File: config.mk
export PLATFORM = sky130hd
export DESIGN_NAME = bounded_multimap_table
export DESIGN_NICKNAME = d
export VERILOG_FILES = /design/src/design/bmm_pkg.sv /design/src/design/bmm_cell.sv /design/src/design/bmm_chain.sv /design/src/design/bounded_multimap_table.sv
export SDC_FILE = /design/constraint.sdc
export NUM_CORES = 2
export LEC_CHECK = 0
export ABC_AREA = 0
export ABC_CLOCK_PERIOD_IN_PS = 19800
export BUFFER_PORTS_ARGS = -buffer_cell sky130_fd_sc_hd__buf_2
export CAP_MARGIN = 5
export CORE_MARGIN = 10
export CORE_UTILIZATION = 69
export DETAILED_ROUTE_END_ITERATION = 16
export GPL_TIMING_DRIVEN = 0
export PLACE_DENSITY = 0.88
export SYNTH_ARGS = -nofsm -noshare
export SYNTH_HDL_FRONTEND = slang
export SYNTH_SLANG_ARGS = --single-unit
File: constraint.sdc
create_clock -name i_clk -period 19.8 [get_ports i_clk]
set_input_delay 4.95 -clock i_clk [delete_from_list [all_inputs] [get_ports i_clk]]
set_output_delay 4.95 -clock i_clk [all_outputs]
set_load 0.02 [all_outputs]
File: src/design/bmm_pkg.sv
// ----------------------------------------------------------------------------
// bmm_pkg - shared types and constants of the bounded multimap table
// Table geometry, operation codes, cell and chain control structs and the
// width conversions between port fields and stored fields.
// ----------------------------------------------------------------------------
package bmm_pkg;

    localparam int TABLE_DEPTH = 16;
    localparam int KEY_WIDTH   = 32;
    localparam int VALUE_WIDTH = 32;

    localparam int FIELD_W = 32;
    localparam int TOTAL_W = 5;
    localparam int CNT_W   = $clog2(TABLE_DEPTH + 1);

    localparam logic [1:0] OP_ADD    = 2'd0;
    localparam logic [1:0] OP_REMOVE = 2'd1;
    localparam logic [1:0] OP_SEARCH = 2'd2;

    typedef logic [KEY_WIDTH-1:0]   t_key;
    typedef logic [VALUE_WIDTH-1:0] t_val;
    typedef logic [CNT_W-1:0]       t_cnt;

    typedef struct packed {
        t_key key;
        t_val val;
        logic valid;
    } t_entry;

    typedef struct packed {
        logic load;
        logic remove;
        logic capture;
        logic pop;
    } t_cell_cmd;

    typedef struct packed {
        logic add;
        logic remove;
        logic capture;
        logic pop;
        t_cnt slot;
    } t_chain_cmd;

    typedef struct packed {
        logic pair_found;
        logic pend_any;
        logic more;
        t_val sel_val;
    } t_chain_stat;

    function automatic t_key to_key(input logic [FIELD_W-1:0] f);
        logic [KEY_WIDTH+FIELD_W-1:0] ext;
        ext = {{KEY_WIDTH{1'b0}}, f};
        return ext[KEY_WIDTH-1:0];
    endfunction

    function automatic t_val to_val(input logic [FIELD_W-1:0] f);
        logic [VALUE_WIDTH+FIELD_W-1:0] ext;
        ext = {{VALUE_WIDTH{1'b0}}, f};
        return ext[VALUE_WIDTH-1:0];
    endfunction

    function automatic logic [FIELD_W-1:0] val_to_field(input t_val v);
        logic [VALUE_WIDTH+FIELD_W-1:0] ext;
        ext = {{FIELD_W{1'b0}}, v};
        return ext[FIELD_W-1:0];
    endfunction

    function automatic logic [TOTAL_W-1:0] cnt_to_total(input t_cnt c);
        logic [CNT_W+TOTAL_W-1:0] ext;
        ext = {{TOTAL_W{1'b0}}, c};
        return ext[TOTAL_W-1:0];
    endfunction

endpackage

File: src/design/bmm_cell.sv
// ----------------------------------------------------------------------------
// bmm_cell - one storage cell of the multimap chain
// Holds one pair and its valid bit, registers key and pair matches against
// the broadcast request, and passes the earlier-match flags to its neighbor.
// ----------------------------------------------------------------------------
module bmm_cell import bmm_pkg::*; (
    input  logic      i_clk,
    input  logic      i_rst_n,
    input  t_cell_cmd i_cmd,
    input  t_key      i_key,
    input  t_val      i_val,
    input  t_entry    i_next,
    output t_entry    o_entry,
    input  logic      i_seen_pair,
    output logic      o_seen_pair,
    input  logic      i_seen_pend,
    output logic      o_seen_pend,
    output logic      o_more,
    output t_val      o_sel_val
);

    t_key r_key, n_key;
    t_val r_val, n_val;
    logic r_valid, n_valid;
    logic r_key_hit, r_pair_hit, r_pend, n_pend;
    logic key_eq, pair_eq, shift, sel;

    always_comb begin
        key_eq      = r_valid && (r_key == i_key);
        pair_eq     = key_eq && (r_val == i_val);
        o_seen_pair = i_seen_pair | r_pair_hit;
        // on a remove, every cell from the first matching pair on takes its neighbor's pair
        shift       = i_cmd.remove & o_seen_pair;
        sel         = r_pend & ~i_seen_pend;
        o_seen_pend = i_seen_pend | r_pend;
        o_more      = r_pend & i_seen_pend;
        o_sel_val   = sel ? r_val : '0;
        o_entry     = '{key: r_key, val: r_val, valid: r_valid};
    end

    always_comb begin
        priority if (i_cmd.load) begin
            n_key   = i_key;
            n_val   = i_val;
            n_valid = 1'b1;
        end else if (shift) begin
            n_key   = i_next.key;
            n_val   = i_next.val;
            n_valid = i_next.valid;
        end else begin
            n_key   = r_key;
            n_val   = r_val;
            n_valid = r_valid;
        end
        priority if (i_cmd.capture) begin
            n_pend = r_key_hit;
        end else if (i_cmd.pop && sel) begin
            n_pend = 1'b0;
        end else begin
            n_pend = r_pend;
        end
    end

    always_ff @(posedge i_clk) begin
        if (!i_rst_n) begin
            r_valid    <= 1'b0;
            r_key_hit  <= 1'b0;
            r_pair_hit <= 1'b0;
            r_pend     <= 1'b0;
        end else begin
            r_valid    <= n_valid;
            r_key_hit  <= key_eq;
            r_pair_hit <= pair_eq;
            r_pend     <= n_pend;
        end
    end

    always_ff @(posedge i_clk) begin
        r_key <= n_key;
        r_val <= n_val;
    end

endmodule

File: src/design/bmm_chain.sv
// ----------------------------------------------------------------------------
// bmm_chain - row of storage cells
// Links the cells oldest first, fans out the request and per-cell load,
// and reduces the match chain into a status for the controller.
// ----------------------------------------------------------------------------
module bmm_chain import bmm_pkg::*; (
    input  logic        i_clk,
    input  logic        i_rst_n,
    input  t_chain_cmd  i_cmd,
    input  t_key        i_key,
    input  t_val        i_val,
    output t_chain_stat o_stat
);

    t_entry    entry    [TABLE_DEPTH];
    t_entry    next     [TABLE_DEPTH];
    t_cell_cmd cell_cmd [TABLE_DEPTH];
    t_val      sel_val  [TABLE_DEPTH];
    logic [TABLE_DEPTH:0]   seen_pair;
    logic [TABLE_DEPTH:0]   seen_pend;
    logic [TABLE_DEPTH-1:0] more;

    assign seen_pair[0] = 1'b0;
    assign seen_pend[0] = 1'b0;

    for (genvar i = 0; i < TABLE_DEPTH; i++) begin : g_cell
        always_comb begin
            cell_cmd[i].load    = i_cmd.add && (i_cmd.slot == CNT_W'(i));
            cell_cmd[i].remove  = i_cmd.remove;
            cell_cmd[i].capture = i_cmd.capture;
            cell_cmd[i].pop     = i_cmd.pop;
        end

        if (i == TABLE_DEPTH - 1) begin : g_tail
            assign next[i] = '0;
        end else begin : g_body
            assign next[i] = entry[i+1];
        end

        bmm_cell u_cell (
            .i_clk       (i_clk),
            .i_rst_n     (i_rst_n),
            .i_cmd       (cell_cmd[i]),
            .i_key       (i_key),
            .i_val       (i_val),
            .i_next      (next[i]),
            .o_entry     (entry[i]),
            .i_seen_pair (seen_pair[i]),
            .o_seen_pair (seen_pair[i+1]),
            .i_seen_pend (seen_pend[i]),
            .o_seen_pend (seen_pend[i+1]),
            .o_more      (more[i]),
            .o_sel_val   (sel_val[i])
        );
    end

    always_comb begin
        t_val acc;
        acc = '0;
        for (int i = 0; i < TABLE_DEPTH; i++) begin
            acc = acc | sel_val[i];
        end
        o_stat.pair_found = seen_pair[TABLE_DEPTH];
        o_stat.pend_any   = seen_pend[TABLE_DEPTH];
        o_stat.more       = |more;
        o_stat.sel_val    = acc;
    end

endmodule

File: src/design/bounded_multimap_table.sv
// ----------------------------------------------------------------------------
// bounded_multimap_table - bounded multimap of (key, value) pairs
// Stores up to TABLE_DEPTH pairs in insertion order in a row of cells.
// ----------------------------------------------------------------------------
// One request is worked at a time. A request is taken in the idle state,
// the cells register their key and pair matches in the look state, and the
// act state decides: for add and remove it writes the result, for a search
// it captures the key matches and the scan state drains the matching cells
// one per cycle in table order (at least one result). A stalled output holds
// the flow. Ready rises again once the last result of a request is loaded
// into the output register, so the next request can be taken while that
// result waits. Remove closes the gap by moving every later pair down one
// cell in the same cycle.
// ----------------------------------------------------------------------------
module bounded_multimap_table import bmm_pkg::*; (
    input  logic        i_clk,
    input  logic        i_rst_n,
    input  logic        i_s_tvalid,
    output logic        o_s_tready,
    input  logic [63:0] i_s_tdata,   // key[31:0], value[63:32]
    input  logic [1:0]  i_s_tuser,   // operation[1:0]
    output logic        o_m_tvalid,
    input  logic        i_m_tready,
    output logic [39:0] o_m_tdata,   // ok[0], found_value[32:1], pair_total[37:33], zero[39:38]
    output logic        o_m_tlast    // last
);

    localparam logic [1:0] ST_IDLE = 2'd0;
    localparam logic [1:0] ST_LOOK = 2'd1;
    localparam logic [1:0] ST_ACT  = 2'd2;
    localparam logic [1:0] ST_SCAN = 2'd3;

    logic [1:0]         r_state, n_state;
    logic [1:0]         r_op;
    t_key               r_key;
    t_val               r_val;
    t_cnt               r_count, n_count;
    logic               r_m_valid, n_m_valid;
    logic               r_ok, n_ok;
    logic [FIELD_W-1:0] r_found, n_found;
    logic               r_last, n_last;
    logic [TOTAL_W-1:0] r_total, n_total;
    logic               accept, out_free, load_out;
    t_chain_cmd         cmd;
    t_chain_stat        stat;

    assign o_s_tready = (r_state == ST_IDLE);
    assign accept     = i_s_tvalid && o_s_tready;
    assign out_free   = !r_m_valid || i_m_tready;

    bmm_chain u_chain (
        .i_clk   (i_clk),
        .i_rst_n (i_rst_n),
        .i_cmd   (cmd),
        .i_key   (r_key),
        .i_val   (r_val),
        .o_stat  (stat)
    );

    always_comb begin
        n_state  = r_state;
        n_count  = r_count;
        cmd      = '0;
        cmd.slot = r_count;
        load_out = 1'b0;
        n_ok     = 1'b0;
        n_found  = '0;
        n_last   = 1'b1;
        unique case (r_state)
            ST_IDLE: begin
                if (accept) begin
                    n_state = ST_LOOK;
                end
            end
            ST_LOOK: begin
                n_state = ST_ACT;
            end
            ST_ACT: begin
                if (r_op == OP_SEARCH) begin
                    cmd.capture = 1'b1;
                    n_state     = ST_SCAN;
                end else if (out_free) begin
                    load_out = 1'b1;
                    n_state  = ST_IDLE;
                    if (r_op == OP_ADD) begin
                        if (r_count < CNT_W'(TABLE_DEPTH)) begin
                            cmd.add = 1'b1;
                            n_count = r_count + 1'b1;
                            n_ok    = 1'b1;
                        end
                    end else if (r_op == OP_REMOVE) begin
                        if (stat.pair_found) begin
                            cmd.remove = 1'b1;
                            n_count    = r_count - 1'b1;
                            n_ok       = 1'b1;
                        end
                    end
                end
            end
            ST_SCAN: begin
                if (out_free) begin
                    load_out = 1'b1;
                    if (stat.pend_any) begin
                        // emit the oldest pending value and drop its mark
                        cmd.pop = 1'b1;
                        n_ok    = 1'b1;
                        n_found = val_to_field(stat.sel_val);
                        n_last  = !stat.more;
                        if (!stat.more) begin
                            n_state = ST_IDLE;
                        end
                    end else begin
                        n_state = ST_IDLE;
                    end
                end
            end
            default: begin
                n_state = ST_IDLE;
            end
        endcase
        n_total = cnt_to_total(n_count);
    end

    always_comb begin
        n_m_valid = r_m_valid;
        if (load_out) begin
            n_m_valid = 1'b1;
        end else if (i_m_tready) begin
            n_m_valid = 1'b0;
        end
    end

    always_ff @(posedge i_clk) begin
        if (!i_rst_n) begin
            r_state   <= ST_IDLE;
            r_count   <= '0;
            r_m_valid <= 1'b0;
        end else begin
            r_state   <= n_state;
            r_count   <= n_count;
            r_m_valid <= n_m_valid;
        end
    end

    always_ff @(posedge i_clk) begin
        if (accept) begin
            r_op  <= i_s_tuser;
            r_key <= to_key(i_s_tdata[31:0]);
            r_val <= to_val(i_s_tdata[63:32]);
        end
        if (load_out) begin
            r_ok    <= n_ok;
            r_found <= n_found;
            r_last  <= n_last;
            r_total <= n_total;
        end
    end

    assign o_m_tvalid = r_m_valid;
    assign o_m_tdata  = {2'b00, r_total, r_found, r_ok};
    assign o_m_tlast  = r_last;

endmodule

Yosys cells after proc, flatten, opt, wreduce, memory -nomap -nowiden
Index checks and enable logic that the tools add are counted.
- add/subtract/negate cells: 2
- order comparisons: 1
- equal/unequal tests: 56
- multiplexer cells: 178
- bitwise logic cells: 106
- reductions and logical operators: 107
- operators by type and width (operator ; count):
    2-to-1 mux 32 bit ; 79
    == test 32 bit ; 32
    bitwise OR 32 bit ; 15
    2-to-1 mux 1 bit ; 80
    nonzero test 2 bit ; 33
    logical AND 1 bit ; 65
    bitwise AND 1 bit ; 46
    == test 5 x 4 -> 1 bit (second input constant) ; 8
    2-to-1 mux 5 bit ; 7
    bitwise OR 1 bit ; 30
    == test 5 x 3 -> 1 bit (second input constant) ; 4
    2-to-1 mux 2 bit ; 8
    inverter 1 bit ; 15
    OR reduction 15 bit ; 1
    == test 5 x 2 -> 1 bit (second input constant) ; 2
    one-hot mux 2 bit (4 select lines) ; 1
    == test 2 bit (second input constant) ; 3
    inequality test 3 bit (second input constant) ; 2
    adder 5 x 1 -> 5 bit (second input constant) ; 1
    == test 5 x 1 -> 1 bit (second input constant) ; 1
    zero test 5 bit ; 1
    less-than comparator 5 bit (second input constant) ; 1
    subtractor 5 x 1 -> 5 bit (second input constant) ; 1
    == test 2 x 1 -> 1 bit (second input constant) ; 2
    9 further kinds ; 12
- flip-flop bits (word level): 1201
- input bits: 70
- logic and storage cells: 556

Logic depth before layout (Yosys ltp)
- depth in word-level cells: 24
- depth in mapped cells: 8
- depth with buffers taken out: 5

Cells and area by module
From an unflattened synthesis, not the netlist that was laid out.
- cells, all modules: 4829
- area total of the unflattened synthesis: 65283.9 um^2
- modules (own cells, without submodules) (module ; times used ; cells an instance ; area an instance (um^2) ; seq. area each (um^2)):
    bmm_cell ; 16 ; 276 ; 3753.6 ; 2001.9
    bounded_multimap_table ; 1 ; 222 ; 4043.9 ; 3313.2
    bmm_chain ; 1 ; 191 ; 1182.4 ; 0.0

Least setup slack after synthesis
No wires, ideal clock.
- kind: input port to flip-flop
- start: input port i_m_tready
- end: register u_chain.g_cell[14].u_cell.r_key[0], enable pin
- setup time: 574 ps
- arrival: 10045 ps
- data required time: 19226 ps
- path slack: 9181 ps
- cell stages on the path: 4
- cells stage by stage: nand2b_1 > nand4b_1 > clkbuf_1 > o21ai_0
- cells in the longest elaborated chain, start to end: 6
- ends and longest elaborated chain (item ; line ; source):
    from (decl) ; bounded_multimap_table.sv:23 ; input logic i_m_tready,
    logical OR 1 bit (*) ; bounded_multimap_table.sv:49 ; assign out_free = !r_m_valid || i_m_tready;
    2-to-1 mux 2 bit (*) ; bounded_multimap_table.sv:82 ; end else if (out_free) begin
    2-to-1 mux 2 bit (*) ; bounded_multimap_table.sv:79 ; if (r_op == OP_SEARCH) begin
    2-to-1 mux 3 bit (*) ; bounded_multimap_table.sv:69 ; unique case (r_state)
    bitwise AND 1 bit or logical AND 1 bit (tied branches) ; bmm_cell.sv:33, bmm_chain.sv:28 ;
    nonzero test 2 bit (no source line) (*) ; n/a ;
    to (signal assigned) ; bmm_cell.sv:79 ; r_key <= n_key;
    to (decl) ; bmm_cell.sv:22 ; t_key r_key, n_key;
Mark *: on every way between the ends. The rest lies on a longest branch, timed or not.
A chain may end at the register's enable or synchronous reset.

Final worst setup path
- start: input port i_m_tready
- end: register u_chain.g_cell[11].u_cell.r_val[15], enable pin
- cells in the longest elaborated chain, start to end: 6
- ends and longest elaborated chain (item ; line ; source):
    logical OR 1 bit (*) ; bounded_multimap_table.sv:49 ;
    2-to-1 mux 2 bit (*) ; bounded_multimap_table.sv:82 ;
    2-to-1 mux 2 bit (*) ; bounded_multimap_table.sv:79 ;
    2-to-1 mux 3 bit (*) ; bounded_multimap_table.sv:69 ;
    bitwise AND 1 bit or logical AND 1 bit (tied branches) ; bmm_cell.sv:33, bmm_chain.sv:28 ;
    nonzero test 2 bit (no source line) (*) ; n/a ;
    to (signal assigned) ; bmm_cell.sv:80 ; r_val <= n_val;
    to (decl) ; bmm_cell.sv:23 ; t_val r_val, n_val;
Marks and branches as above.

==> results.cfg <==
[outcome]
run_status = completed

[critical_path]
crit_top_cell = clkbuf_1
slowest_stage = clkbuf_1
cp_cell_sequence = buf_2 -> nor2b_1 -> nor4_4 -> nand3_1 -> clkbuf_1 -> clkbuf_1 -> nand2_4 -> buf_16
timing.setup.critical_path_class = in -> reg
setup.worst_path.start_class = primary input
crit_fanout = 33
worst_path_largest_cell_delay_ns = 0.81
cp.required_ns = 20.31
cp.arrival_ns = 8.41
cp-end-kind = flop

[die]
io_pins = 113
die-area_um2 = 108000
start_util = 0.698
coreArea_um2 = 93700
die_w_um = 328
chipHeight_um = 328
rows = 112

[pwr]
swShare = 0.263
p_comb_frac = 0.085
leakagePower_nw = 21.8
irDropWorstVdd_mv = 0.0845
seqPwrFrac = 0.482
switchingPower_mw = 1.51
intPower_mw = 4.23
p_clk_frac = 0.433
power_per_cell_area_nw_per_um2 = 79.1

[run]
drv_cap = 0

[synth]
ys_ff_latch = 1201
synth-main-ff-cell = edfxtp_1
netlist_area_um2 = 65400
synthCells = 4953
async_flop_share = 0
yosys_warnings = 0
synth_seq_area_share = 0.540
yosysUniqueCellTypes = 59
synth_edf_count = 1129
syn_avg_cell_area_um2 = 13.2

[cells_and_area]
fillers = 5629
drive_gt1_frac = 0.255
multiInputGateArea_um2 = 28100
final_nets = 5295
regArea_um2 = 35300
finish.utilization = 0.773
syn_to_final_growth_pct = 10.7

[grt]
antenna_found_initial = 16
met2_usage = 0.722
grt_pass1_wl_um = 365000
grt_use_met1 = 0.535
grt_max_degree = 65
grt_use_total = 0.484
grt_busiest_layer = met2
grt_pass1_vias = 47779
grt_use_met3 = 0.162
overflow = 0

[drt]
ant_nets = 0
vias_per_cell = 7.51
drt_wl_total_um = 267000
route.detailed.drc = 0
drtPass1Iterations = 8
drt_first_iter_violations = 8474
wl_per_cell_um = 40.5
vias = 49483

[clocking]
cts_resized = 0
cts_tree = yes
cts_sinks = 1201
hold_buffers = 0
clk_path_buf_depth = 3
cts_root_buffer = clkbuf_16
path_clk_slew_ns = 0.06
clock_latency_ns = 0.82
cts_buffers = 130
ctsHtreeMaxLevel = 4
cts_setup_buffers = 0

[worst_hold_path]
hp-class = reg -> reg

[sta]
timing.hold.ws_ns = 0.445
max_freq_ghz = 0.127
finalHoldViolCount = 0
min_period_ns = 7.90
setup_viol = 0
grt_setup_unrepaired = false
finalMaxSlewViolations = 0
worst_slew_pin_slew_ns = 1.45
relSlewSlack = 0.0170
fin_setup_tns_ns = 0
clock_skew_ns = 0.0308
finalCritPeriodShare = 0.399

[placement]
gp_congestion = 1.11
io_buffers = 110
dpl.hpwl_um = 197000
kinds of logic (layout without fill, tap and decap cells):
logic type                 count (synthesis)  in the layout  synth area share
buffers and inverters                    495            864            0.0330
adders and majority gates                  5              5          0.000956
AOI/OAI and AO/OA                        410            410            0.0454
xor gates and xnor gates                1027           1027             0.137
DFF                                     1201           1201             0.540
muxes                                    977            977             0.168
and+or+nand+nor                          837            837            0.0753
other                                      1             14         0.0000573
registers in the layout, indices dropped and copies added (netlist names), 5 cells and up:
name	flops
u_chain.g_cell.u_cell.r_key	512
u_chain.g_cell.u_cell.r_val	512
r_found	32
r_key	32
r_val	32
u_chain.g_cell.u_cell.r_key_hit	16
u_chain.g_cell.u_cell.r_pair_hit	16
u_chain.g_cell.u_cell.r_pend	16
u_chain.g_cell.u_cell.r_valid	16
r_count	5
r_total	5
critical path: cells and delay by family:
kind	cells	cell delay, ns
simple gates	4	1.44
buf+inv	4	1.97
Yosys cell counts (all sizes together), types with 67 or more instances:
master  count  share of area
a21o       67         0.0077
a21oi      94         0.0072
a31oi      72         0.0069
buf       122          0.012
clkbuf    365          0.021
dfxtp      72          0.022
edfxtp   1129           0.52
mux2      960           0.17
nand2     185          0.011
nand4     110          0.011
nor4      222          0.021
xnor2     275          0.037
xor2      752           0.10
power groups by stage:
stage / combinational, mW / clock (mW) / sequential [mW]
after floorplan: 0.229 / 0 / 2.82
after global placement: 0.434 / 0 / 2.82
after detailed placement: 0.442 / 0 / 2.82
after CTS: 0.450 / 2.44 / 2.76
after global routing: 0.478 / 2.53 / 2.76
final: 0.487 / 2.48 / 2.76
routing by layer:
| metal | part of all wire | wire length, µm | vias up |
|---|---|---|---|
| li1 | - | - | 19021 |
| met3 | 0.13 | 34300 | 1483 |
| met4 | 0.13 | 33700 | 16 |
| met2 | 0.43 | 115000 | 4973 |
| met5 | 0.00034 | 92 | - |
| met1 | 0.31 | 83700 | 23990 |
path summary, 6_finish.rpt:
kind / start / slack (ns) / cells past startpoint / to
max: i_m_tready / 11.90 / 8 / u_chain.g_cell[11].u_cell.r_val[15]
min: u_chain.g_cell[9].u_cell.r_key_hit / 0.44 / 2 / u_chain.g_cell[9].u_cell.r_pend
max reg2reg: u_chain.g_cell[0].u_cell.r_pend / 14.56 / 8 / r_found[29]
min reg2reg: u_chain.g_cell[9].u_cell.r_key_hit / 0.44 / 2 / u_chain.g_cell[9].u_cell.r_pend
cells in the final DEF (no fill, tap or decap), types with 22 or more instances in the layout:
cell,instances
edfxtp_1,1129
mux2_2,937
xor2_1,752
clkbuf_1,400
xnor2_1,275
nor4_1,221
nand2_1,173
buf_2,151
clkbuf_16,132
nand4_1,110
a21oi_1,94
a31oi_1,72
dfxtp_1,72
a21o_1,67
nand3b_1,66
and2_1,65
a221o_1,62
buf_1,46
nand3_1,37
nand2b_1,35
nor4bb_1,32
o221ai_1,32
a221oi_1,32
buf_6,31
nor2_1,28
mux2_1,23
clkinv_2,22
final cells by class:
type	instances	share of cell area
inverters	8	0.000414
flip-flops and latches	1201	0.488
repair buffers	134	0.0152
multi-input cells	3258	0.388
diodes	12	0.000414
plain buffers	487	0.0294
clock buffers	171	0.0480
clock inverters	64	0.00945
well taps	1254	0.0217
metrics by stage:
step	instances	instance area [µm²]	total power, mW	setup slack [ns]
floorplan	4954	65400	3.05	9.18
global placement	6318	67600	3.25	4.26
detailed placement	6340	68200	3.26	11.28
CTS	6575	72400	5.65	12.05
global route	6578	72400	5.77	11.90
finish	6589	72500	5.73	11.90
(Power assumes the default switching activity.)
